==> config.mk <==
export PLATFORM = sky130hd
export DESIGN_NAME = owsc_queue
export DESIGN_NICKNAME = d
export VERILOG_FILES = /design/src/rtl/owsc_pkg.sv /design/src/rtl/owsc_queue.sv
export SDC_FILE = /design/constraint.sdc
export NUM_CORES = 1
export LEC_CHECK = 0
export BUFFER_PORTS_ARGS = -buffer_cell sky130_fd_sc_hd__buf_4
export CORE_MARGIN = 3
export CORE_UTILIZATION = 55
export CTS_CLUSTER_SIZE = 25
export DETAILED_ROUTE_END_ITERATION = 6
export PLACE_DENSITY = 0.82
export SETUP_SLACK_MARGIN = 0.02
export SLEW_MARGIN = 20
export SYNTH_ARGS = -nofsm -noshare
export SYNTH_HDL_FRONTEND = slang
export SYNTH_SLANG_ARGS = --single-unit
==> constraint.sdc <==
create_clock -name clk_i -period 6.2 [get_ports clk_i]
set_input_delay 0.62 -clock clk_i [delete_from_list [all_inputs] [get_ports clk_i]]
set_output_delay 0.62 -clock clk_i [all_outputs]
set_load 0.02 [all_outputs]
==> src/rtl/owsc_pkg.sv <==
// shared constants and types for the omni wheel speed command framer
package owsc_pkg;

  localparam int ANGLE_BITS     = 16;
  localparam int TRIG_FRAC_BITS = 15;

  localparam int IN_W    = 64;
  localparam int BYTE_W  = 8;
  localparam int VEL_W   = 16;
  localparam int HEAD_W  = 16;
  localparam int SPD_W   = 16;
  localparam int LEVER_W = 16;
  localparam logic [LEVER_W-1:0] LEVER_RESET = 16'd640;

  localparam int ANG_W = 32;
  localparam logic [ANG_W-1:0] SIXTY_DEG    = 32'h2AAA_AAAB;
  localparam logic [ANG_W-1:0] QUARTER_TURN = 32'h4000_0000;

  localparam int ZQ    = 30;
  localparam int Z_W   = ZQ + 1;
  localparam int K_W   = 31;
  localparam int NCOEF = 5;
  localparam logic [K_W-1:0] KCOEF [NCOEF] = '{
    31'd172272, 31'd5026996, 31'd85569305, 31'd693598668, 31'd1686629713
  };

  localparam int MAG_W     = TRIG_FRAC_BITS + 1;
  localparam int TRIG_W    = TRIG_FRAC_BITS + 2;
  localparam int SH_W      = 2 * Z_W - (2 * ZQ - TRIG_FRAC_BITS);
  localparam int PROD_W    = TRIG_W + VEL_W;
  localparam int PAIR_W    = PROD_W + 1;
  localparam int LW_W      = LEVER_W + 1 + VEL_W;
  localparam int SPD_SCALE = 8;
  localparam int DIV_SH    = TRIG_FRAC_BITS + SPD_SCALE;
  localparam int SUM_W     = ((PAIR_W + SPD_SCALE > LW_W + TRIG_FRAC_BITS) ?
                              PAIR_W + SPD_SCALE : LW_W + TRIG_FRAC_BITS) + 1;
  localparam int QUO_W     = SUM_W - DIV_SH;

  localparam int NTRIG   = 6;
  localparam int ISSUE_W = $clog2(NTRIG);
  localparam logic [ISSUE_W-1:0] TRIG_SIN_AP = 3'd2;
  localparam logic [ISSUE_W-1:0] TRIG_COS_H  = 3'd5;

  localparam int NWHEEL  = 3;
  localparam int WHEEL_W = $clog2(NWHEEL);

  localparam int QDEPTH = 3;
  localparam int QPTR_W = (QDEPTH > 1) ? $clog2(QDEPTH) : 1;
  localparam int CNT_W  = $clog2(QDEPTH + 1);

  localparam int FRAME_LEN = 17;
  localparam int POS_W     = $clog2(FRAME_LEN);
  localparam int HDR_LEN   = 6;
  localparam int HDR_IW    = $clog2(HDR_LEN);
  localparam int SPD_END   = HDR_LEN + 2 * NWHEEL;
  localparam int CSUM_POS  = FRAME_LEN - 1;
  localparam logic [BYTE_W-1:0] HDR [HDR_LEN] = '{
    8'h55, 8'hAA, 8'h38, 8'h0A, 8'h08, 8'h70
  };

  typedef logic signed [SPD_W-1:0] spd_t;

  typedef struct packed {
    spd_t [NWHEEL-1:0] spd;
  } wheel_set_t;

endpackage

==> src/rtl/owsc_queue.sv <==
// small queue of finished wheel speed sets between front and back
module owsc_queue import owsc_pkg::*; (
  input  logic             clk_i,
  input  logic             rst_ni,
  input  logic             push_i,
  input  wheel_set_t       data_i,
  input  logic             pop_i,
  output logic             valid_o,
  output wheel_set_t       head_o,
  output logic [CNT_W-1:0] count_o
);

  wheel_set_t        ent_q [QDEPTH];
  logic [QPTR_W-1:0] wr_q, rd_q;
  logic [CNT_W-1:0]  cnt_q;

  function automatic logic [QPTR_W-1:0] ptr_inc(input logic [QPTR_W-1:0] p);
    return (p == QPTR_W'(QDEPTH - 1)) ? '0 : p + 1'b1;
  endfunction

  always_ff @(posedge clk_i or negedge rst_ni) begin
    if (!rst_ni) begin
      wr_q  <= '0;
      rd_q  <= '0;
      cnt_q <= '0;
    end else begin
      if (push_i) begin
        wr_q <= ptr_inc(wr_q);
      end
      if (pop_i) begin
        rd_q <= ptr_inc(rd_q);
      end
      cnt_q <= cnt_q + CNT_W'(push_i) - CNT_W'(pop_i);
    end
  end

  always_ff @(posedge clk_i) begin
    if (push_i) begin
      ent_q[wr_q] <= data_i;
    end
  end

  assign valid_o = (cnt_q != '0);
  assign head_o  = ent_q[rd_q];
  assign count_o = cnt_q;

endmodule

=== Word level (Yosys, flattened, before mapping) ===
Memories as Yosys holds them, arrays and structs flattened.
Cells that the tools add are included.
W data, S select, Z words.

* Reductions and logical operators: 1
* Equality and inequality tests: 2
* Muxes and demuxes: 4
* $add $sub $neg: 4

{| class="wikitable"
|+ Operators with widths
! cell !! number
|-
| $add A2 B1 Y2 const B || 2
|-
| $eq A2 B2 Y1 const B || 2
|-
| $mux W2 || 2
|-
| $add A2 B1 Y2 || 1
|-
| $mux W1 || 2
|-
| $reduce_bool A2 Y1 || 1
|-
| $sub A2 B1 Y2 || 1
|}

* Bits in registers: 6
* Logic and storage cells: 15
* Memories kept: 1
* Memory bits (writable): 144

{| class="wikitable"
|+ Memory list
! memory !! words !! bits a word !! read ports !! clocked after Yosys merged registers in !! write ports !! line !! source
|-
| ent_q || 3 || 48 || 1 || 0 || 1 || owsc_queue.sv:13 || <nowiki>wheel_set_t ent_q [QDEPTH];</nowiki>
|}

=== Logic depth before layout (Yosys ltp) ===
Gate-level depths: netlist (run 1).

* Word-level depth: 2
* Mapped depth: 6

=== Worst setup path after synthesis (run 1) ===
OpenSTA, ideal clock, no wires.

* Path type: input -> register
* Start: input port push_i
* End: memory ent_q[2][0] (netlist bit), enable pin
* Library setup time: 0.523 ns
* Path buffers: 0
* Setup slack: 1.489 ns
* Data arrival time: 4.187 ns
* Stages on the path: 2
* Cell sequence: inv_1 > nor3b_1

* Cells in the longest elaborated chain, start to end: 2

{| class="wikitable"
|+ RTL lines
! element !! line !! source
|-
| start: declaration || owsc_queue.sv:5 || <nowiki>input logic push_i,</nowiki>
|-
| $mux W1 || owsc_queue.sv:38 || <nowiki>if (push_i) begin</nowiki>
|-
| $mux W1 (implied by the code) || owsc_queue.sv:39 || <nowiki>ent_q[wr_q] <= data_i;</nowiki>
|-
| end: declaration || owsc_queue.sv:13 ||
|}

No other way between the ends.

==> flow_summary.json, run 1 <==
{
  "max_freq_mhz": 322,
  "grt_usage": 0.186,
  "cts_hold_buf": 1,
  "grt_max_degree": 69,
  "htree_num_levels": 4,
  "num-fill-cells": 643,
  "clock_path_buffers": 2,
  "rsz0062_at_grt": "no",
  "dp.cells": 555,
  "final_nets": 496,
  "rows": 36,
  "clk_latency_ns": 0.51,
  "cts_root_buf": "clkbuf_8",
  "gr-total-overflow": 0,
  "wl_per_cell_um": 16.9,
  "cts.clk_slew.worst_paths_ns": 0.06,
  "antenna_cells": 0,
  "viasPerCell": 5.20,
  "worst_slack_ns": 3.09,
  "yosysTopAreaCell": "edfxtp_1",
  "final_cells": 587,
  "worst-setup-path-type": "reg2out",
  "final_cell_mix": "edfxtp_1 (144), buf_4 (109), mux2i_1 (50), nand2_1 (49), o21ai_0 (39)",
  "dieArea_um2": 11500,
  "postRouteWirelength_um": 9910,
  "start_kind": "flop",
  "dr.pass1.iters": 5,
  "arrival_ns": 2.49,
  "drv_cap": 0,
  "cts_sinks": 150,
  "grt_pass1_wl_um": 15800,
  "netlist_area_um2": 5650,
  "layout_commonest_cell": "edfxtp_1",
  "netlist.area_leader.share": 0.765,
  "drive_gt1_frac": 0.315,
  "min_period_ns": 3.11,
  "finalHoldViolCount": 0,
  "vias": 3052,
  "path_max_fanout": 34,
  "layout_worst_path_cycle_share": 0.501,
  "core-area_um2": 9860,
  "peakVddDrop_mv": 0.236,
  "die_y_um": 107,
  "detail-route-antenna-nets": 0,
  "numCtsBuffers": 17,
  "drc": 0,
  "place.gp.congestion": 0.697,
  "p_per_area_nw_per_um2": 413,
  "hpwl_um": 6100,
  "area_delta_synth_final_pct": 24.7,
  "hp-class": "in2reg",
  "dp_slack_ns": 3.58,
  "ctsResizeCount": 0,
  "synthDistinctLibCells": 20,
  "critical_path_required_ns": 5.58,
  "fin_skew_ns": 0.00778,
  "finalMaxSlewViolations": 0,
  "tns_ns": 0,
  "yosysWarningCount": 0,
  "cts_tree": "yes",
  "cellLeakagePower_nw": 2.64,
  "initial_core_util": 0.573,
  "antenna_found_initial": 0,
  "post-cts-setup-buffers": 0,
  "setup_viol": 0,
  "synthTopCellsByArea": "edfxtp_1 (77%), mux2i_1 (8.9%), o21ai_0 (3.5%)",
  "drt-initial-drc-count": 191,
  "synth_seq_cells": 150,
  "worst_pin_slew_ns": 0.654,
  "avgSynthCellArea_um2": 17.1,
  "ios": 103,
  "relSlewSlack": 0.564,
  "port_buffers": 102,
  "end_kind": "output pin",
  "first_global_vias": 3124,
  "outcome": "finished clean",
  "synth_nets": 384,
  "ys_seq_area_frac": 0.792,
  "die_x_um": 107,
  "synthCells": 330
}
[area by class of cell]
cell class,count,area (um^2),share of cell area
clock inverters,13,109,0.0154
well taps,133,166,0.0236
clock buffers,18,418,0.0593
multi-input cells,159,1030,0.147
inverters,4,15.0,0.00213
flip-flops and latches,150,4480,0.635
repair buffers,110,828,0.118
[power breakdown]
part / internal, W / switching [W] / total [W]
registers: 0.00127 / 0.0000613 / 0.00133
clock network: 0.000526 / 0.000376 / 0.000902
logic: 0.000269 / 0.000409 / 0.000677
total: 0.00206 / 0.000846 / 0.00291
[through the flow]
step	total power [W]	hold WS, ns	util	area, um^2
after floorplan	0.00177	0.324	-	5650
after global placement	0.00202	0.433	0.660	6510
after detailed placement	0.00204	0.440	0.660	6510
after CTS	0.00294	0.266	0.714	7050
after global routing	0.00304	0.271	0.714	7050
final	0.00291	0.294	0.714	7050
[worst paths after layout]
| path | slack [ns] | to | from | cells after the start |
|---|---|---|---|---|
| max in group asynchronous | 5.59 | rd_q[0] | rst_ni | 2 |
| worst max-delay path | 3.09 | head_o[37] | rd_q[0] | 4 |
| worst min register to register | 0.57 | wr_q[0] | wr_q[0] | 1 |
| worst min-delay path | 0.29 | ent_q[0][39] | data_i[39] | 1 |
| worst max register to register | 4.32 | ent_q[1][19] | wr_q[0] | 3 |
| min in group asynchronous | 0.47 | count_o[1] | rst_ni | 2 |
[synth_stat cells, drive strengths merged]
| master | instances |
|---|---|
| nand2b | 2 |
| o21ai | 49 |
| a21o | 1 |
| mux2i | 50 |
| nor2 | 1 |
| ha | 2 |
| nor3b | 2 |
| edfxtp | 144 |
| buf | 12 |
| xnor2 | 2 |
| nand2 | 49 |
| clkbuf | 5 |
| dfrtp | 6 |
| or2 | 1 |
| inv | 4 |
[routing by layer]
layer / part of all wire / vias to the layer above / track usage
met1: 0.42 / 1496 / 0.234
met5: 0 / - / 0
met2: 0.52 / 84 / 0.304
li1: - / 1466 / -
met3: 0.054 / 6 / 0.0606
met4: 0.0056 / 0 / 0.0676
[worst max-delay path, cell delays in order (launching register included)]
cell and delay (ns):
dfrtp_2 0.67, buf_4 0.63, mux2i_1 0.18, o21ai_0 0.26, buf_4 0.20
[sequential cells by signal (all words and copies together), names as in the netlist]
name / cells
rd_q: 2
wr_q: 2
ent_q: 144
count_o: 2
[logic make-up (layout without fill, tap and decap cells)]
family | after synthesis | count (layout) | share of synthesized area
compound gates | 50 | 50 | 0.0447
xor+xnor | 2 | 2 | 0.00310
mux | 50 | 50 | 0.0886
buf+inv | 21 | 145 | 0.0281
fa+ha+maj | 2 | 2 | 0.00443
flops | 150 | 150 | 0.792
simple gates | 55 | 55 | 0.0392
Note: power is estimated with default switching activity, not from simulation.
==> run 2, diff against run 1 <==
--- a/config.mk
+++ b/config.mk
@@ -5,12 +5,13 @@
 export SDC_FILE = /design/constraint.sdc
 export NUM_CORES = 1
 export LEC_CHECK = 0
+export ABC_AREA = 1
 export BUFFER_PORTS_ARGS = -buffer_cell sky130_fd_sc_hd__buf_4
 export CORE_MARGIN = 3
-export CORE_UTILIZATION = 55
+export CORE_UTILIZATION = 49
 export CTS_CLUSTER_SIZE = 25
 export DETAILED_ROUTE_END_ITERATION = 6
-export PLACE_DENSITY = 0.82
+export PLACE_DENSITY = 0.77
 export SETUP_SLACK_MARGIN = 0.02
 export SLEW_MARGIN = 20
 export SYNTH_ARGS = -nofsm -noshare
==> constraint.sdc (replaced) <==
create_clock -name clk_i -period 2.7 [get_ports clk_i]
set_input_delay 0.27 -clock clk_i [delete_from_list [all_inputs] [get_ports clk_i]]
set_output_delay 0.27 -clock clk_i [all_outputs]
set_load 0.02 [all_outputs]
==> run 2 against run 1 <==
Net effect: clock skew fell by 0.0015 ns; sequential power grew 140%; core utilization down 6.6 points; largest cell class unchanged.
==> flow_summary.json, run 2 <==
{
  "postPlaceCellArea_um2": 6500,
  "drc": 0,
  "ys_seq_area_frac": 0.801,
  "die_x_um": 113,
  "dp_slack_ns": 0.704,
  "relSlewSlack": 0.535,
  "synth_most_common_cell": "edfxtp_1",
  "core-area_um2": 11000,
  "port_buffers": 102,
  "final_core_util": 0.648,
  "largest_reg_flops": 144,
  "htree_num_levels": 4,
  "viasPerCell": 5.24,
  "p_per_area_nw_per_um2": 1140,
  "dr.pass1.iters": 4,
  "dominantRegCellSynth": "edfxtp_1",
  "critical_path_required_ns": 2.43,
  "arrival_ns": 2.19,
  "netlist_area_um2": 5580,
  "start_kind": "flop",
  "rsz0062_at_grt": "no",
  "worst-setup-path-type": "reg2out",
  "ios": 103,
  "slowest_stage": "dfrtp_2",
  "final_nets": 559,
  "worstPathCellList": "inv_2 > buf_4 > nand3_1 > nand3_1 > buf_4",
  "cp_num_buf_inv": 3,
  "hp-class": "in2reg",
  "synth-async-reset-ratio": 0.0400,
  "worst_pin_slew_ns": 0.698,
  "setup_viol": 0,
  "layout_worst_path_cycle_share": 0.909,
  "grt_usage": 0.187,
  "path_max_fanout": 25,
  "tns_ns": 0,
  "synthTopCellsByArea": "edfxtp_1 (77%), nand3_1 (9.0%), nand2_1 (7.0%)",
  "wl_per_cell_um": 17.3,
  "cts_sinks": 150,
  "first_global_vias": 3551,
  "finalMaxSlewViolations": 0,
  "rows": 38,
  "grt_max_degree": 51,
  "gr-total-overflow": 0,
  "vias": 3450,
  "initial_core_util": 0.508,
  "yosysTopAreaCell": "edfxtp_1",
  "synthDistinctLibCells": 15,
  "yosysWarningCount": 0,
  "dieArea_um2": 12700,
  "die_y_um": 113,
  "cellLeakagePower_nw": 2.76,
  "finalHoldViolCount": 0,
  "synth_nets": 448,
  "min_period_ns": 2.46,
  "hpwl_um": 6910,
  "max_stage_delay_ns": 0.60,
  "synth_commonest_cells": "edfxtp_1 (144), nand2_1 (104), nand3_1 (100)",
  "max_freq_mhz": 407,
  "synthCells": 394,
  "antenna_found_initial": 0,
  "place.gp.congestion": 0.720,
  "drive_gt1_frac": 0.292,
  "cts_tree": "yes",
  "cts.clk_slew.worst_paths_ns": 0.07,
  "layout_commonest_cell": "edfxtp_1",
  "avgSynthCellArea_um2": 14.2,
  "worst_slack_ns": 0.245,
  "stdcell_area_um2": 7120,
  "grt_pass1_wl_um": 18000,
  "final_cell_mix": "edfxtp_1 (144), buf_4 (111), nand2_1 (104), nand3_1 (100), clkbuf_16 (17)",
  "fin_skew_ns": 0.00625,
  "cts_root_buf": "clkbuf_16",
  "whs_ns": 0.0407,
  "postRouteWirelength_um": 11400,
  "clock_path_buffers": 2,
  "worst_path_dominant_cell_family": "buffers and inverters",
  "end_kind": "output pin",
  "detail-route-antenna-nets": 0,
  "drv_cap": 0,
  "peakVddDrop_mv": 0.627,
  "post-cts-setup-buffers": 0,
  "top_register": "ent_q",
  "outcome": "finished clean",
  "antenna_cells": 0,
  "drt-initial-drc-count": 327,
  "clk_latency_ns": 0.41,
  "synth_seq_cells": 150,
  "numCtsBuffers": 17,
  "synth_edf_count": 144,
  "netlist.area_leader.share": 0.775,
  "area_delta_synth_final_pct": 27.5
}
-- run 2: changes by cell type after synthesis, sizes merged, moves of 5 or more --
cell,delta
o21ai,-45
inv,+7
mux2i,-50
nand2,+55
nand3,+100
buf,+5
-- run 2: worst reg2reg max path, delay by kind of cell (launching register included) --
kind                   cells  cell delay (ns)
DFF                        1             0.36
buffers and inverters      3             0.99
and+or+nand+nor            1             0.13
-- run 2: final timing paths --
check                                start            to  slack [ns]  depth (start not counted)
worst max-delay path               rd_q[1]     head_o[8]        0.24                          5
min in group asynchronous           rst_ni       wr_q[1]        0.19                          2
worst min register to register     wr_q[0]       wr_q[1]        0.58                          2
worst min-delay path            data_i[45]  ent_q[2][45]        0.04                          1
max in group asynchronous           rst_ni       rd_q[1]        2.38                          2
worst max register to register     wr_q[1]  ent_q[1][32]        0.92                          4
-- run 2: layer usage --
metal  up-vias  GRT usage  share of wire
met5         -          0              0
li1       1646          -              -
met2       130      0.309           0.51
met4         0     0.0673         0.0095
met1      1662      0.233           0.41
met3        12     0.0588          0.066
-- run 2: cells by family after synthesis --
family | after synthesis | synth area share
and+or+nand+nor | 206 | 0.162
adders and majority gates | 2 | 0.00448
AOI/OAI and AO/OA | 4 | 0.00358
buffers and inverters | 32 | 0.0282
DFF | 150 | 0.801
-- run 2: through the flow --
| step | cells | power (W) |
|---|---|---|
| after detailed placement | 625 | 0.00586 |
| after global placement | 625 | 0.00580 |
| after floorplan | 394 | 0.00471 |
| after CTS | 658 | 0.00824 |
| after global routing | 658 | 0.00857 |
| final | 658 | 0.00815 |
-- run 2: area by class of cell --
class                           instances  area, um^2
Sequential cell                       150        4480
Multi-Input combinational cell        212         958
Inverter                               11        41.3
Clock inverter                         15         180
Tap cell                              140         175
Fill cell                             789        3860
Clock buffer                           17         425
Timing Repair Buffer                  113         863
-- run 2: report_power, final --
part           internal [W]  switching [W]  total [W]
Clock               0.00140       0.000967    0.00237
Sequential          0.00299       0.000142    0.00313
Combinational      0.000937        0.00171    0.00264
Total               0.00533        0.00282    0.00815
-- run 2: what timing repair did --
action	in CTS	in global routing
hold buffers	1	0
resized for setup	0	0
endpoints found under the hold margin	6	0
==> run 3, diff against run 2 <==
--- a/config.mk
+++ b/config.mk
@@ -8,10 +8,11 @@
 export ABC_AREA = 1
 export BUFFER_PORTS_ARGS = -buffer_cell sky130_fd_sc_hd__buf_4
 export CORE_MARGIN = 3
-export CORE_UTILIZATION = 49
+export CORE_UTILIZATION = 55
 export CTS_CLUSTER_SIZE = 25
 export DETAILED_ROUTE_END_ITERATION = 6
-export PLACE_DENSITY = 0.77
+export GPL_TIMING_DRIVEN = 0
+export PLACE_DENSITY = 0.82
 export SETUP_SLACK_MARGIN = 0.02
 export SLEW_MARGIN = 20
 export SYNTH_ARGS = -nofsm -noshare
==> constraint.sdc (replaced) <==
create_clock -name clk_i -period 2.8 [get_ports clk_i]
set_input_delay 0.28 -clock clk_i [delete_from_list [all_inputs] [get_ports clk_i]]
set_output_delay 0.28 -clock clk_i [all_outputs]
set_load 0.02 [all_outputs]
==> run 3 against run 2 <==
Net effect: final area grew 7.9%; die area shrank 10%; first-iteration DRC count shrank 3.7%; sequential share of layout area shrank 4.6 points; sequential power shrank 4%; setup slack gained 0.23 ns; combinational power grew 4%; non-clock buffer count grew 64; critical path type unchanged; clock-buffer cell count grew 2; sequential cell count is the same; register-to-register slack gained 0.27 ns.
==> flow_summary.json, run 3 (synthesis gave the netlist of run 2 again) <==
{
  "setup_viol": 0,
  "outcome": "finished clean",
  "final_cell_mix": "edfxtp_1 (144), buf_4 (106), nand2_1 (104), nand3_1 (100), dlygate4sd3_1 (51)",
  "postRouteWirelength_um": 12400,
  "peakVddDrop_mv": 0.583,
  "initial_core_util": 0.569,
  "path_max_fanout": 10,
  "post-cts-setup-buffers": 0,
  "worst-setup-path-type": "reg2out",
  "fin_skew_ns": 0.0101,
  "top_register": "ent_q",
  "rrSetupSlack_ns": 1.19,
  "p_per_area_nw_per_um2": 1030,
  "dp_slack_ns": 1.12,
  "gr-usage-met2": 0.399,
  "rsz0062_at_grt": "no",
  "max_freq_mhz": 429,
  "area_delta_synth_final_pct": 37.6,
  "htree_num_levels": 4,
  "finalHoldViolCount": 0,
  "worst_pin_slew_ns": 0.661,
  "viasPerCell": 5.33,
  "grt_usage": 0.228,
  "ctsResizeCount": 0,
  "num-fill-cells": 546,
  "layout_worst_path_cycle_share": 0.832,
  "cts_hold_buf": 51,
  "worst_slack_ns": 0.470,
  "ios": 103,
  "hp-class": "in2async",
  "detail-route-antenna-nets": 0,
  "grtUsageMet1": 0.259,
  "r2r_start": "wr_q[1]",
  "cellLeakagePower_nw": 3.01,
  "grt_max_degree": 49,
  "drc": 0,
  "cts_sinks": 150,
  "core-area_um2": 9820,
  "grt_pass1_wl_um": 19300,
  "dieArea_um2": 11400,
  "dr.pass1.iters": 5,
  "start_kind": "flop",
  "cts_tree": "yes",
  "power_frac_clock": 0.277,
  "reg2reg_to": "ent_q[1][25]",
  "critical_path_required_ns": 2.52,
  "p_sw_frac": 0.340,
  "clock_path_buffers": 2,
  "min_period_ns": 2.33,
  "numCtsBuffers": 17,
  "grt_busiest_layer": "met2",
  "die_y_um": 107,
  "comb_power_share": 0.347,
  "drt-initial-drc-count": 315,
  "ff2ff_path_depth": 4,
  "finalMaxSlewViolations": 0,
  "gr-total-overflow": 0,
  "seqPwrFrac": 0.376,
  "grt_util_met3": 0.0656,
  "clk_latency_ns": 0.52,
  "hpwl_um": 6830,
  "layout_commonest_cell": "edfxtp_1",
  "relSlewSlack": 0.559,
  "rows": 36,
  "drv_cap": 0,
  "arrival_ns": 2.05,
  "first_global_vias": 3963,
  "internal-power_w": 0.00524,
  "power.switching_w": 0.00270,
  "place.gp.congestion": 0.742,
  "drive_gt1_frac": 0.269,
  "die_x_um": 107,
  "antenna_found_initial": 0,
  "cts_root_buf": "clkbuf_8",
  "cts.clk_slew.worst_paths_ns": 0.06,
  "port_buffers": 102,
  "antenna_cells": 0,
  "final_nets": 623,
  "largest_reg_flops": 144,
  "wl_per_cell_um": 17.3,
  "final_core_util": 0.782,
  "end_kind": "output pin",
  "vias": 3807
}
[run 3: changes by cell type in the layout (fill, tap and decap cells not counted), moves of 3 or more]
cell           change
inv_6              -7
clkinv_2           +3
inv_8              -3
clkbuf_1           +6
dlygate4sd3_1     +50
buf_2             +12
buf_4              -5
[run 3: worst max-delay path by stage]
stage	from	cells after the start	endpoint	slack [ns]
after CTS	rd_q[1]	5	head_o[27]	0.54
after detailed placement	rd_q[1]	5	head_o[32]	1.12
final	rd_q[1]	5	head_o[37]	0.47
after global routing	rd_q[1]	5	head_o[37]	0.32
after global placement	wr_q[0]	3	ent_q[2][28]	-0.15
after floorplan	wr_q[0]	3	ent_q[2][0]	0.65
[run 3: cell type report]
cell class	count	area, um^2	area share
Buffer	21	116	0.0152
Clock buffer	19	422	0.0549
Timing Repair Buffer	156	1340	0.175
Inverter	11	43.8	0.00570
Tap cell	133	166	0.0217
Sequential cell	150	4470	0.583
Clock inverter	12	155	0.0202
Multi-Input combinational cell	212	958	0.125
[run 3: power by group through the flow]
stage,Clock (W),Sequential (W),Combinational (W)
6_report,0.00220,0.00299,0.00275
3_3_place_gp,0,0.00303,0.00259
4_1_cts,0.00221,0.00298,0.00275
3_5_place_dp,0,0.00302,0.00268
5_1_grt,0.00231,0.00301,0.00299
2_1_floorplan,0,0.00303,0.00151
[run 3: layer usage]
layer | share of wire | up-vias
li1 | - | 1774
met1 | 0.39 | 1829
met2 | 0.53 | 182
met3 | 0.068 | 22
met4 | 0.015 | 0
met5 | 0 | -
[run 3: critical path, cell delays in order, from the launching register on]
cell and delay (ns):
dfrtp_1 0.46, inv_2 0.12, clkbuf_1 0.42, nand3_1 0.19, nand3_1 0.18, buf_4 0.16
[run 3: through the flow]
step                hold WS [ns]  total power, W  instance area [um^2]  cells  setup TNS [ns]
floorplan                -0.0156         0.00454                  5590    394               0
global placement          0.0915         0.00561                  6520    629           -7.30
detailed placement        0.0958         0.00570                  6590    632               0
CTS                        0.102         0.00794                  7680    714               0
global route               0.124         0.00831                  7680    714               0
finish                     0.119         0.00794                  7680    714               0
