**src/rtl/owsc_pkg.sv**
```systemverilog
// shared constants and types for the omni wheel speed command framer
package owsc_pkg;

  localparam int ANGLE_BITS     = 16;
  localparam int TRIG_FRAC_BITS = 15;

  localparam int IN_W    = 64;
  localparam int BYTE_W  = 8;
  localparam int VEL_W   = 16;
  localparam int HEAD_W  = 16;
  localparam int SPD_W   = 16;
  localparam int LEVER_W = 16;
  localparam logic [LEVER_W-1:0] LEVER_RESET = 16'd640;

  localparam int ANG_W = 32;
  localparam logic [ANG_W-1:0] SIXTY_DEG    = 32'h2AAA_AAAB;
  localparam logic [ANG_W-1:0] QUARTER_TURN = 32'h4000_0000;

  localparam int ZQ    = 30;
  localparam int Z_W   = ZQ + 1;
  localparam int K_W   = 31;
  localparam int NCOEF = 5;
  localparam logic [K_W-1:0] KCOEF [NCOEF] = '{
    31'd172272, 31'd5026996, 31'd85569305, 31'd693598668, 31'd1686629713
  };

  localparam int MAG_W     = TRIG_FRAC_BITS + 1;
  localparam int TRIG_W    = TRIG_FRAC_BITS + 2;
  localparam int SH_W      = 2 * Z_W - (2 * ZQ - TRIG_FRAC_BITS);
  localparam int PROD_W    = TRIG_W + VEL_W;
  localparam int PAIR_W    = PROD_W + 1;
  localparam int LW_W      = LEVER_W + 1 + VEL_W;
  localparam int SPD_SCALE = 8;
  localparam int DIV_SH    = TRIG_FRAC_BITS + SPD_SCALE;
  localparam int SUM_W     = ((PAIR_W + SPD_SCALE > LW_W + TRIG_FRAC_BITS) ?
                              PAIR_W + SPD_SCALE : LW_W + TRIG_FRAC_BITS) + 1;
  localparam int QUO_W     = SUM_W - DIV_SH;

  localparam int NTRIG   = 6;
  localparam int ISSUE_W = $clog2(NTRIG);
  localparam logic [ISSUE_W-1:0] TRIG_SIN_AP = 3'd2;
  localparam logic [ISSUE_W-1:0] TRIG_COS_H  = 3'd5;

  localparam int NWHEEL  = 3;
  localparam int WHEEL_W = $clog2(NWHEEL);

  localparam int QDEPTH = 3;
  localparam int QPTR_W = (QDEPTH > 1) ? $clog2(QDEPTH) : 1;
  localparam int CNT_W  = $clog2(QDEPTH + 1);

  localparam int FRAME_LEN = 17;
  localparam int POS_W     = $clog2(FRAME_LEN);
  localparam int HDR_LEN   = 6;
  localparam int HDR_IW    = $clog2(HDR_LEN);
  localparam int SPD_END   = HDR_LEN + 2 * NWHEEL;
  localparam int CSUM_POS  = FRAME_LEN - 1;
  localparam logic [BYTE_W-1:0] HDR [HDR_LEN] = '{
    8'h55, 8'hAA, 8'h38, 8'h0A, 8'h08, 8'h70
  };

  typedef logic signed [SPD_W-1:0] spd_t;

  typedef struct packed {
    spd_t [NWHEEL-1:0] spd;
  } wheel_set_t;

endpackage

```
**src/rtl/owsc_back.sv**
```systemverilog
// back end: serializes one speed set into a 17-byte frame with checksum
module owsc_back import owsc_pkg::*; (
  input  logic              clk_i,
  input  logic              rst_ni,
  input  logic              q_valid_i,
  input  wheel_set_t        q_head_i,
  output logic              pop_o,
  output logic              m_valid_o,
  input  logic              m_ready_i,
  output logic [BYTE_W-1:0] m_data_o,
  output logic              m_last_o
);

  logic              ovld_q, olast_q;
  logic [BYTE_W-1:0] odata_q;
  logic [POS_W-1:0]  pos_q, k;
  logic [BYTE_W-1:0] csum_q, byte_d;
  logic              load, at_end;
  spd_t              sp;

  assign load   = q_valid_i && (!ovld_q || m_ready_i);
  assign at_end = (pos_q == POS_W'(CSUM_POS));
  assign pop_o  = load && at_end;

  always_comb begin
    k      = pos_q - POS_W'(HDR_LEN);
    sp     = q_head_i.spd[k[WHEEL_W:1]];
    byte_d = '0;
    if (pos_q < POS_W'(HDR_LEN)) begin
      byte_d = HDR[pos_q[HDR_IW-1:0]];
    end else if (pos_q < POS_W'(SPD_END)) begin
      byte_d = k[0] ? sp[BYTE_W-1:0] : sp[SPD_W-1:BYTE_W];
    end else if (at_end) begin
      byte_d = csum_q;
    end
  end

  always_ff @(posedge clk_i or negedge rst_ni) begin
    if (!rst_ni) begin
      ovld_q <= 1'b0;
      pos_q  <= '0;
    end else begin
      if (!ovld_q || m_ready_i) begin
        ovld_q <= q_valid_i;
      end
      if (load) begin
        pos_q <= at_end ? '0 : pos_q + 1'b1;
      end
    end
  end

  always_ff @(posedge clk_i) begin
    if (load) begin
      odata_q <= byte_d;
      olast_q <= at_end;
      csum_q  <= (pos_q == '0) ? byte_d : csum_q + byte_d;
    end
  end

  assign m_valid_o = ovld_q;
  assign m_data_o  = odata_q;
  assign m_last_o  = olast_q;

endmodule

```
**config.mk**
```make
export PLATFORM = sky130hd
export DESIGN_NAME = owsc_back
export DESIGN_NICKNAME = d
export VERILOG_FILES = /design/src/rtl/owsc_pkg.sv /design/src/rtl/owsc_back.sv
export SDC_FILE = /design/constraint.sdc
export NUM_CORES = 1
export LEC_CHECK = 0
export ABC_AREA = 1
export BUFFER_PORTS_ARGS = -buffer_cell sky130_fd_sc_hd__buf_4
export CELL_PAD_IN_SITES_DETAIL_PLACEMENT = 1
export CELL_PAD_IN_SITES_GLOBAL_PLACEMENT = 1
export CORE_MARGIN = 3
export CORE_UTILIZATION = 33
export CTS_CLUSTER_SIZE = 8
export DETAILED_ROUTE_END_ITERATION = 16
export PLACE_DENSITY = 0.87
export SYNTH_ARGS = -nofsm -noshare
export SYNTH_HDL_FRONTEND = slang
export SYNTH_SLANG_ARGS = --single-unit
```
**constraint.sdc**
```tcl
create_clock -name clk_i -period 2.5 [get_ports clk_i]
set_input_delay 0.75 -clock clk_i [delete_from_list [all_inputs] [get_ports clk_i]]
set_output_delay 0.75 -clock clk_i [all_outputs]
set_load 0.01 [all_outputs]
```
# Word level (Yosys, flattened, before mapping)
# Memories as Yosys holds them, arrays and structs flattened.
# Cells that the tools add are included.
# totals
ff_bits	23
latch_bits	0
ramBits	0
mem_bits_ro	64
in_bits	52
output_inout_bits	11
elab_cells	30
memories	1
# op_classes
n_addsub	3
multipliers	0
div	0
order_cmp	4
n_eq_ne	1
n_shift	0
n_mux	10
bitwise	1
reduce_logical	5
# mem_list
memory	words	width	rd	rd_ports_with_merged_regs	write_ports	line_no	rtl
(name not given)	8	8	1	0	0	owsc_back.sv:30	byte_d = HDR[pos_q[HDR_IW-1:0]];
# op_table
operator	n
$mux 8	7
$bmux 16 s2	1
$mux 16	1
$add 8x8->8	1
$add 5x1->5 const B	1
$eq 5x5->1 const B	1
$logic_not 5->1	1
$lt 5x3->1 const B	1
$lt 5x4->1 const B	1
$mux 5	1
$ge 4x4->1 const B	1
$not 3->4	1
$lt 2x3->1 const B	1
$sub 3x3->3 const B	1
$logic_and 1x1->1	2
$logic_not 1->1	1
$logic_or 1x1->1	1

# Depth between registers and ports, before layout
# Gate-level depths: netlist of the first run.
# depth
word_depth	8
ltp_mapped	21

# Worst setup path before layout of the first run
# No wires, ideal clock.
# synth_timing
kind	reg2reg
start	register pos_q[2]
end	register csum_q[7], data pin
setup_time_ns	0.252
arrival_time_ns	2.476
path_slack_ns	-0.228
path_stages_with_launch	21
n_path_buf	2
synth_period_minus_slack_ns	2.728
cell_sequence	dfrtp_1 ha_1 buf_6 inv_4 buf_6 nand2_1 nand3_1 nand2_1 nand2_1 nand2_1 nand2_1 a21boi_0 ha_1 nand2_1 inv_1 a21oi_1 nand2_1 nand2_1 nand3_1 nand3_1 nand2_1
# synth_via
elab_chain_cells	8
elab_cells_between_ends	17
cone_classes	add/sub: 2; order compare: 2; eq/ne: 1; mux: 9; bitwise: 1; reduce/logical: 1; memory: 1
# synth_lines
item	line_no	rtl
from (decl)	owsc_back.sv:16	logic [POS_W-1:0] pos_q, k;
from (signal assigned)	owsc_back.sv:47	pos_q <= at_end ? '0 : pos_q + 1'b1;
$sub 3x3->3	owsc_back.sv:26	k = pos_q - POS_W'(HDR_LEN);
$bmux 16 s2	owsc_back.sv:27	sp = q_head_i.spd[k[WHEEL_W:1]];
$mux 16 (not written as such)	owsc_back.sv:27	
$mux 8	owsc_back.sv:32	byte_d = k[0] ? sp[BYTE_W-1:0] : sp[SPD_W-1:BYTE_W];
$mux 8	owsc_back.sv:31	end else if (pos_q < POS_W'(SPD_END)) begin
$mux 8 (*)	owsc_back.sv:29	if (pos_q < POS_W'(HDR_LEN)) begin
via byte_d[6]	owsc_back.sv:17	logic [BYTE_W-1:0] csum_q, byte_d;
$add 8x8->8 (*)	owsc_back.sv:56	csum_q <= (pos_q == '0) ? byte_d : csum_q + byte_d;
$mux 8 (*)	owsc_back.sv:56	
to (signal assigned)	owsc_back.sv:56	
to (decl)	owsc_back.sv:17	
# Mark *: on every way through the listed nets, which the timed path passes. The rest lies on a longest branch. The select of a mux whose other input is x is not followed.
# A chain may end at the register's enable or synchronous reset.

# Worst setup path after layout of the first run
# Same ends and word-level chain as after synthesis.

==> results of run 1 <==
## timing repair
| action | in CTS | in global routing |
|---|---|---|
| resized for setup | 25 | 42 |
| pin swaps | 21 | 41 |
| endpoints found under the setup margin | 8 | 8 |
| buffers inserted | 14 | 7 |
## metrics by stage
stage / setup TNS (ns) / hold WS (ns) / util / area (µm²) / std cells
global route: -2.30 / 0.258 / 0.533 / 3420 / 521
floorplan: -0.227 / 0.454 / - / 2270 / 340
global placement: -0.529 / 0.489 / 0.460 / 2950 / 496
detailed placement: -1.15 / 0.511 / 0.460 / 2950 / 496
finish: -1.21 / 0.264 / 0.533 / 3420 / 521
CTS: -1.01 / 0.262 / 0.499 / 3200 / 514
## per-layer routing
layer / GRT usage / vias up / routed length [µm]
met2: 0.404 / 45 / 4490
li1: - / 1264 / -
met1: 0.223 / 1228 / 3150
met4: 0.0165 / 0 / 49
met3: 0.0254 / 6 / 250
met5: 0 / - / 0
## critical path, stage by stage, from the launching register on
cell and delay, ns:
dfrtp_2 0.44, ha_4 0.26, buf_12 0.15, nor2_8 0.13
nand2_1 0.09, o21ai_1 0.17, inv_1 0.07, nand2_1 0.07
nand2_2 0.08, a21boi_4 0.20, ha_4 0.24, nand2_2 0.07
nand2_2 0.06, a21oi_2 0.12, nand2_1 0.07, nand2_1 0.07
nand3_2 0.09, nand3_2 0.07, nand2_1 0.05
## worst paths after layout
path / startpoint / endpoint / cells past startpoint
min in group clk_i: m_valid_o / m_valid_o / 2
min reg2reg: m_valid_o / m_valid_o / 2
max: pos_q[2] / csum_q[7] / 18
max in group asynchronous: rst_ni / pos_q[2] / 1
max reg2reg: pos_q[2] / csum_q[7] / 18
min: rst_ni / m_valid_o / 1
## logic make-up (layout without fill, tap and decap cells)
group                      count (synthesis)  count (layout)
and+or+nand+nor                          190             190
AOI/OAI and AO/OA                         34              34
xor gates and xnor gates                   3               3
buffers and inverters                     75             179
DFF                                       23              23
adders and majority gates                 15              15
## flip-flops by register name, indices dropped and copies added, names as in the netlist
name,cells
csum_q,8
m_data_o,8
m_last_o,1
m_valid_o,1
pos_q,5
## placed cells by master, fill, tap and decap left out, types with 2 or more instances in the layout
master,Yosys,layout
buf_6,2,4
o22ai_1,2,2
nand2_2,3,21
o21ai_1,1,8
xor2_1,2,2
nor3_1,3,2
a21oi_2,1,4
o21a_1,4,4
o21ai_0,11,3
nor2_4,1,2
inv_2,3,4
a21oi_4,1,2
edfxtp_1,17,17
nand3_2,2,6
buf_12,0,2
clkbuf_8,0,3
inv_1,62,60
nand2_1,134,112
buf_4,4,102
nor2_1,12,10
dfrtp_1,6,5
ha_1,14,6
nand2_4,0,4
nand3_1,31,27
a21boi_4,0,2
a21oi_1,12,8
ha_4,0,7
## area by class of cell
| type | instances | area (µm²) |
|---|---|---|
| inverter | 67 | 267 |
| clock buffer | 4 | 45.0 |
| sequential | 23 | 662 |
| timing repair buffer | 108 | 851 |
| fill | 828 | 3000 |
| tap | 77 | 96.3 |
| multi-input combinational | 242 | 1500 |
==> out/metrics.cfg, run 1 <==
[clocking]
cts_root_buffer = clkbuf_8
htree_levels = 1
clk_path_buf_depth = 2
cts_inserted_buffers = 3
clock_sinks = 23
postCtsHoldBufs = 0
clk_latency_ns = 0.27
cts_tree = built
path_clk_slew_ns = 0.09

[global_routing]
gr-total-overflow = 0
grt_pass1_vias = 2686
grt_pass1_wl_um = 12200
grt_max_degree = 25
grt_usage = 0.198
antenna_found_initial = 0

[route]
vias_per_cell = 4.88
dr.pass1.iters = 4
ant_nets = 0
drc = 0
totalWireLength_um = 7940
vias = 2543
wl_per_cell_um = 15.2
drtIter0Drc = 90

[placed_design]
post-place-ws_ns = -0.252
place_hpwl_um = 5640
port_buffers = 62
gp_congestion = 0.839

[timing]
fmax_mhz = 365
finalSetupViolCount = 7
layout_setup_ws_ns = -0.243
hold_viol_final = 0
fin_skew_ns = 0.00335
grt_setup_unrepaired = true
fin_crit_sh = 1.10
period_minus_slack_ns = 2.74
drv_slew = 0
worst_pin_slew_ns = 0.334
relSlewSlack = 0.777

[floorplanning]
rows = 29
die_area_mm2 = 0.00776
fp.coreArea_mm2 = 0.00642
fp.dieH_um = 88.1
start_util = 0.346
die_x_um = 88.1
ios = 63

[min_path]
hold_path_class = in2async

[logic_synthesis]
synth.most_common_cell = nand2_1
syn_nets = 407
syn_avg_cell_area_um2 = 6.54
yosys_warnings = 0
synth-async-reset-ratio = 0.261
synth_seq_area_share = 0.297
ys_ff_latch = 23
synth.area.mux_share = 0
ys.flop_type = edfxtp_1
synth_cell_types = 34
synth_compound_area_frac = 0.0912
synth_xor_area_frac = 0.0118
synthTopCellsByArea = edfxtp_1 (23%), nand2_1 (23%), inv_1 (10%), ha_1 (7.9%), nand3_1 (7.0%)
synth_fa_ha_area_frac = 0.0878
syn_inst = 340
synth_top_family_by_area = simple AND/OR/NAND/NOR gates
synthTopCellsByCount = nand2_1 (134), inv_1 (62), nand3_1 (31)
syn_area_mm2 = 0.00222
synthSimpleGateAreaFrac = 0.368
yosys.area.top_type = edfxtp_1
synth_edf_count = 17
netlist.area_leader.share = 0.230

[worst_setup_path]
worst-setup-path-type = reg2reg
crit_path_max_fanout = 6
endpoint_kind = flip-flop
worstPathArrival_ns = 2.78
r2r_setup_slack_ns = -0.24
crit_path_start_kind = flip-flop
required_ns = 2.54

[run]
drv_cap = 0

[status]
violations = setup timing
run_status = complete, but fails checks

[cells_and_area]
antennaDiodeCount = 0
drive_above_1_share = 0.394
nets = 512
area_growth_syn_to_layout_pct = 53.9

Power of run 1 is not shown: default switching activity piles up to over one toggle a cycle in this logic, so the estimate is an artifact.
==> run 2, diff against run 1 <==
CORE_UTILIZATION = 25   (was 33)
PLACE_DENSITY = 0.71   (was 0.87)
==> out/metrics.cfg, run 2 (synthesis results as in run 1) <==
[clocking]
postCtsHoldBufs = 0  ; unchanged
clk_latency_ns = 0.27  ; about the same
cts_root_buffer = clkbuf_8
htree_levels = 1  ; unchanged
clk_path_buf_depth = 2  ; unchanged
cts_tree = built
path_clk_slew_ns = 0.09  ; about the same
clock_sinks = 23  ; unchanged
cts_inserted_buffers = 3  ; unchanged

[cells_and_area]
fill_cells = 1098  ; +33%
drive_above_1_share = 0.422  ; +0.0282
nets = 525  ; +2.5%
ff_latch_area_um2 = 662  ; unchanged
final_common_cell = nand2_1
layout_common_cells = nand2_1 (115), buf_4 (114), inv_1 (60)
area_growth_syn_to_layout_pct = 61.5
antennaDiodeCount = 0  ; unchanged
multi_input_area_mm2 = 0.00153  ; +2.1%
final_util = 0.426  ; -0.106

[placed_design]
place_hpwl_um = 6010  ; +6.6%
gp_congestion = 0.811  ; -3.4%
post-place-ws_ns = -0.242  ; +0.0104 ns
port_buffers = 62  ; unchanged

[worst_setup_path]
worstPathArrival_ns = 2.82  ; +0.04 ns
crit_path_start_kind = flip-flop
r2r_end = csum_q[6]
r2r_cells = 16  ; -2
endpoint_kind = flip-flop
crit_path_max_fanout = 7  ; +1
r2r_start = pos_q[2]
r2r_setup_slack_ns = -0.29  ; -0.04 ns
worst-setup-path-type = reg2reg
required_ns = 2.54  ; about the same

[floorplanning]
die_x_um = 100  ; +14%
ios = 63  ; unchanged
fp.dieH_um = 100  ; +14%
rows = 33  ; +14%
fp.coreArea_mm2 = 0.00842  ; +31%
start_util = 0.264  ; -0.0822
die_area_mm2 = 0.0101  ; +30%

[route]
vias_per_cell = 4.60  ; -5.8%
dr.pass1.iters = 6  ; +2
drtIter0Drc = 43  ; -52%
route.layer.met1.wl_um = 3260  ; +3.2%
ant_nets = 0  ; unchanged
totalWireLength_um = 8140  ; +2.5%
drc = 0  ; unchanged
wl_met3_um = 176  ; -30%
top_layer = met4
wl_per_cell_um = 14.5  ; -4.9%
met2RoutedLength_um = 4620  ; +2.9%
vias = 2584  ; +1.6%

[global_routing]
grt_usage = 0.156  ; -0.0418
gr-total-overflow = 0  ; unchanged
antenna_found_initial = 0  ; unchanged
grt_pass1_wl_um = 12700  ; +4.9%
grt_pass1_vias = 2813  ; +4.7%
grt_max_degree = 22  ; -12%

[pwr]
fin_total_pwr_uw = 6790
powerDensity_mw_per_mm2 = 1890
ir_worst_vdd_uv = 570
leakagePower_uw = 0.00191

[min_path]
hold_path_class = in2async

[timing]
period_minus_slack_ns = 2.79  ; +0.0426 ns
fin_crit_sh = 1.11  ; +0.0171
fmax_mhz = 359  ; -1.5%
fin_skew_ns = 0.00758  ; +0.00423 ns
hold_viol_final = 0  ; unchanged
layout_setup_ws_ns = -0.285  ; -0.0426 ns
relSlewSlack = 0.767  ; -0.00961
hold_ws_ns = 0.267  ; +0.00331 ns
drv_slew = 0  ; unchanged
grt_setup_unrepaired = true
finalSetupViolCount = 7  ; unchanged
worst_pin_slew_ns = 0.349  ; +0.0148 ns

[run]
drv_cap = 0  ; unchanged

[status]
run_status = complete, but fails checks
violations = setup timing

==> run 2: cell types whose count changed in the layout (fill, tap and decap cells not counted), moves of 2 or more <==
cell     previous run  this run
nand3_2             6        10
o21ai_2             1         3
o21ai_0             3         6
nand2_2            21        18
nand3_1            27        23
o21ai_1             8         3
buf_4             102       114
nand2_1           112       115
==> run 2: routing by layer <==
metal  GRT usage  vias up
li1            -     1288
met1       0.178     1257
met5           0        -
met3      0.0250       11
met2       0.301       28
met4      0.0332        0
==> run 2: worst max-delay path, cell delays in order (launching register included) <==
cell and delay [ns]:
dfrtp_2 0.43, ha_4 0.30, buf_12 0.14, nor2_8 0.13, buf_4 0.14, o21a_1 0.11, o21ai_0 0.09, nand3_1 0.10
nand2_1 0.06, nand2_2 0.13, ha_4 0.23, buf_4 0.14, a21oi_2 0.16, or2_4 0.15, nand4_1 0.10, nand3_1 0.09
nand2_1 0.05
==> run 2: final cells by class <==
| class | instances | area share |
|---|---|---|
| Timing Repair Buffer | 121 | 0.265 |
| Sequential cell | 23 | 0.184 |
| Multi-Input combinational cell | 242 | 0.426 |
| Tap cell | 105 | 0.0366 |
| Clock buffer | 4 | 0.0125 |
| Inverter | 67 | 0.0749 |
==> run 2: repair_timing <==
item                                    in CTS  in global routing
endpoints found under the setup margin       8                  8
setup buffers                               12                 18
resized for setup                           32                 40
pin swaps                                   27                 40
gates cloned                                 0                  0
==> run 2: metrics by stage <==
step | instances | TNS (ns) | area (µm²)
floorplan | 340 | -0.227 | 2270
global placement | 529 | -0.623 | 3030
detailed placement | 529 | -1.30 | 3030
CTS | 545 | -0.736 | 3300
global route | 562 | -2.37 | 3590
finish | 562 | -1.18 | 3590
==> run 2: worst max path at each step <==
| stage | start | end | cells after the start |
|---|---|---|---|
| floorplan | pos_q[2] | csum_q[7] | 20 |
| global placement | pos_q[2] | csum_q[5] | 18 |
| detailed placement | pos_q[2] | csum_q[4] | 15 |
| CTS | pos_q[2] | csum_q[7] | 19 |
| global route | pos_q[2] | csum_q[6] | 16 |
| finish | pos_q[2] | csum_q[6] | 16 |
==> run 2: power breakdown <==
part           total (µW)  switching, µW  leakage [µW]  internal, µW
Sequential            897            155      0.000233           742
Combinational        5650           2850       0.00166          2800
Clock                 245            131     0.0000228           114
Total                6790           3140       0.00191          3660
Note: power is estimated with default switching activity, not from simulation.
==> run 3, diff against run 2 <==
CTS_BUF_LIST = sky130_fd_sc_hd__clkbuf_2 sky130_fd_sc_hd__clkbuf_4 sky130_fd_sc_hd__clkbuf_8   (was default)
==> out/metrics.cfg, run 3 (synthesis results as in run 1) <==
[cells_and_area]
fin_area_mm2 = 0.00355  ; -1.1%
drive_above_1_share = 0.417  ; -0.00510
final_common_cell = nand2_1
fill_cells = 1108  ; +0.91%
layout_common_cells = nand2_1 (110), buf_4 (109), inv_1 (58)
antennaDiodeCount = 0  ; unchanged
multi_input_area_mm2 = 0.00152  ; -1.1%
area_growth_syn_to_layout_pct = 59.7
ff_latch_area_um2 = 662  ; unchanged
nets = 521  ; -0.76%

[timing]
fin_setup_tns_ns = -1.10  ; +0.0854 ns
grt_setup_unrepaired = true
hold_viol_final = 0  ; unchanged
fin_skew_ns = 0.00822  ; +0.000641 ns
period_minus_slack_ns = 2.74  ; -0.0429 ns
fmax_mhz = 365  ; +1.6%
hold_ws_ns = 0.271  ; +0.00322 ns
finalSetupViolCount = 7  ; unchanged
drv_slew = 0  ; unchanged
worst_pin_slew_ns = 0.362  ; +0.0133 ns
relSlewSlack = 0.759  ; -0.00886
fin_crit_sh = 1.10  ; -0.0172
layout_setup_ws_ns = -0.243  ; +0.0429 ns

[worst_setup_path]
crit_path_max_fanout = 7  ; unchanged
crit_top_cell = nand2_2
endpoint_kind = flip-flop
worstPathArrival_ns = 2.77  ; -0.05 ns
cp_cell_sequence = ha_4 -> buf_6 -> nor2_8 -> nand2_2 -> o21ai_1 -> inv_1 -> nand2_2 -> nand2_2 -> a21boi_4 -> ha_4 -> nand2_1 -> nand2_2 -> a21oi_4 -> nand2_2 -> nand2_2 -> nand3_2 -> nand3_2 -> nand2_1
worst-setup-path-type = reg2reg
slowest_delay_ns = 0.43  ; about the same
slowest_stage = dfrtp_2
crit_path_start_kind = flip-flop
required_ns = 2.53  ; about the same

[floorplanning]
start_util = 0.264  ; unchanged
rows = 33  ; unchanged
die_area_mm2 = 0.0101  ; unchanged
fp.dieH_um = 100  ; unchanged
ios = 63  ; unchanged
die_x_um = 100  ; unchanged
fp.coreArea_mm2 = 0.00842  ; unchanged

[placed_design]
place_area_mm2 = 0.00303  ; unchanged
post-place-ws_ns = -0.242  ; unchanged
place_hpwl_um = 6010  ; unchanged
gp_congestion = 0.811  ; unchanged
port_buffers = 62  ; unchanged

[global_routing]
grt_max_degree = 22  ; unchanged
grt_pass1_wl_um = 12700  ; -0.11%
grt_busiest_layer = met2
grt_use_met1 = 0.176  ; -0.00212
grt_pass1_vias = 2844  ; +1.1%
gr-total-overflow = 0  ; unchanged
met2_usage = 0.299  ; -0.00204
antenna_found_initial = 0  ; unchanged
grt_use_met3 = 0.0250  ; unchanged
grt_usage = 0.156  ; +0.000289

[route]
dr.pass1.iters = 4  ; -2
vias_per_cell = 4.59  ; -0.22%
ant_nets = 0  ; unchanged
drtIter0Drc = 63  ; +47%
totalWireLength_um = 7910  ; -2.9%
vias = 2560  ; -0.93%
wl_per_cell_um = 14.2  ; -2.2%
drc = 0  ; unchanged

[clocking]
path_clk_slew_ns = 0.08  ; about the same
postCtsHoldBufs = 0  ; unchanged
clock_sinks = 23  ; unchanged
cts_tree = built
clk_latency_ns = 0.27  ; about the same
cts_root_buffer = clkbuf_8
clk_path_buf_depth = 2  ; unchanged
cts_inserted_buffers = 3  ; unchanged
htree_levels = 1  ; unchanged

[status]
violations = setup timing
run_status = complete, but fails checks

[min_path]
hold_path_class = in2async

[run]
drv_cap = 0  ; unchanged

[run 3: cell types whose count changed in the layout (fill, tap and decap cells not counted), sizes merged]
cell	before	now
buf	121	117
[run 3: per-layer routing]
metal	vias up	share of wire
met4	0	0.019
met5	-	0
met3	16	0.023
li1	1281	-
met2	35	0.55
met1	1228	0.40
[run 3: final timing paths]
kind | cells past startpoint | to | from | slack, ns
max in group asynchronous | 1 | pos_q[2] | rst_ni | 2.11
max | 18 | csum_q[7] | pos_q[2] | -0.24
min | 1 | m_valid_o | rst_ni | 0.27
min reg2reg | 2 | m_valid_o | m_valid_o | 0.51
max reg2reg | 18 | csum_q[7] | pos_q[2] | -0.24
min in group clk_i | 2 | m_valid_o | m_valid_o | 0.51
[run 3: through the flow]
stage,utilization,instances
after floorplan,-,340
after global placement,0.359,529
after detailed placement,0.359,529
after CTS,0.392,546
after global routing,0.421,558
final,0.421,558
[run 3: final cells by class]
type                            instances  area share
Tap cell                              105      0.0370
Inverter                               67      0.0765
Timing Repair Buffer                  117       0.259
Sequential cell                        23       0.186
Clock buffer                            4      0.0137
Multi-Input combinational cell        242       0.427
[run 3: critical path: cells and delay by family, from the launching register on]
family,cells,cell delay [ns]
and+or+nand+nor,11,0.87
buffers and inverters,2,0.21
DFF,1,0.43
adders and majority gates,2,0.54
AOI/OAI and AO/OA,3,0.48
[run 3: timing repair]
action	4_1_cts	5_1_grt
gates resized for setup	34	43
endpoints found under the setup margin	8	8
buffers inserted	13	13
pin swaps	27	40
Power of run 3 is left out for the same reason.
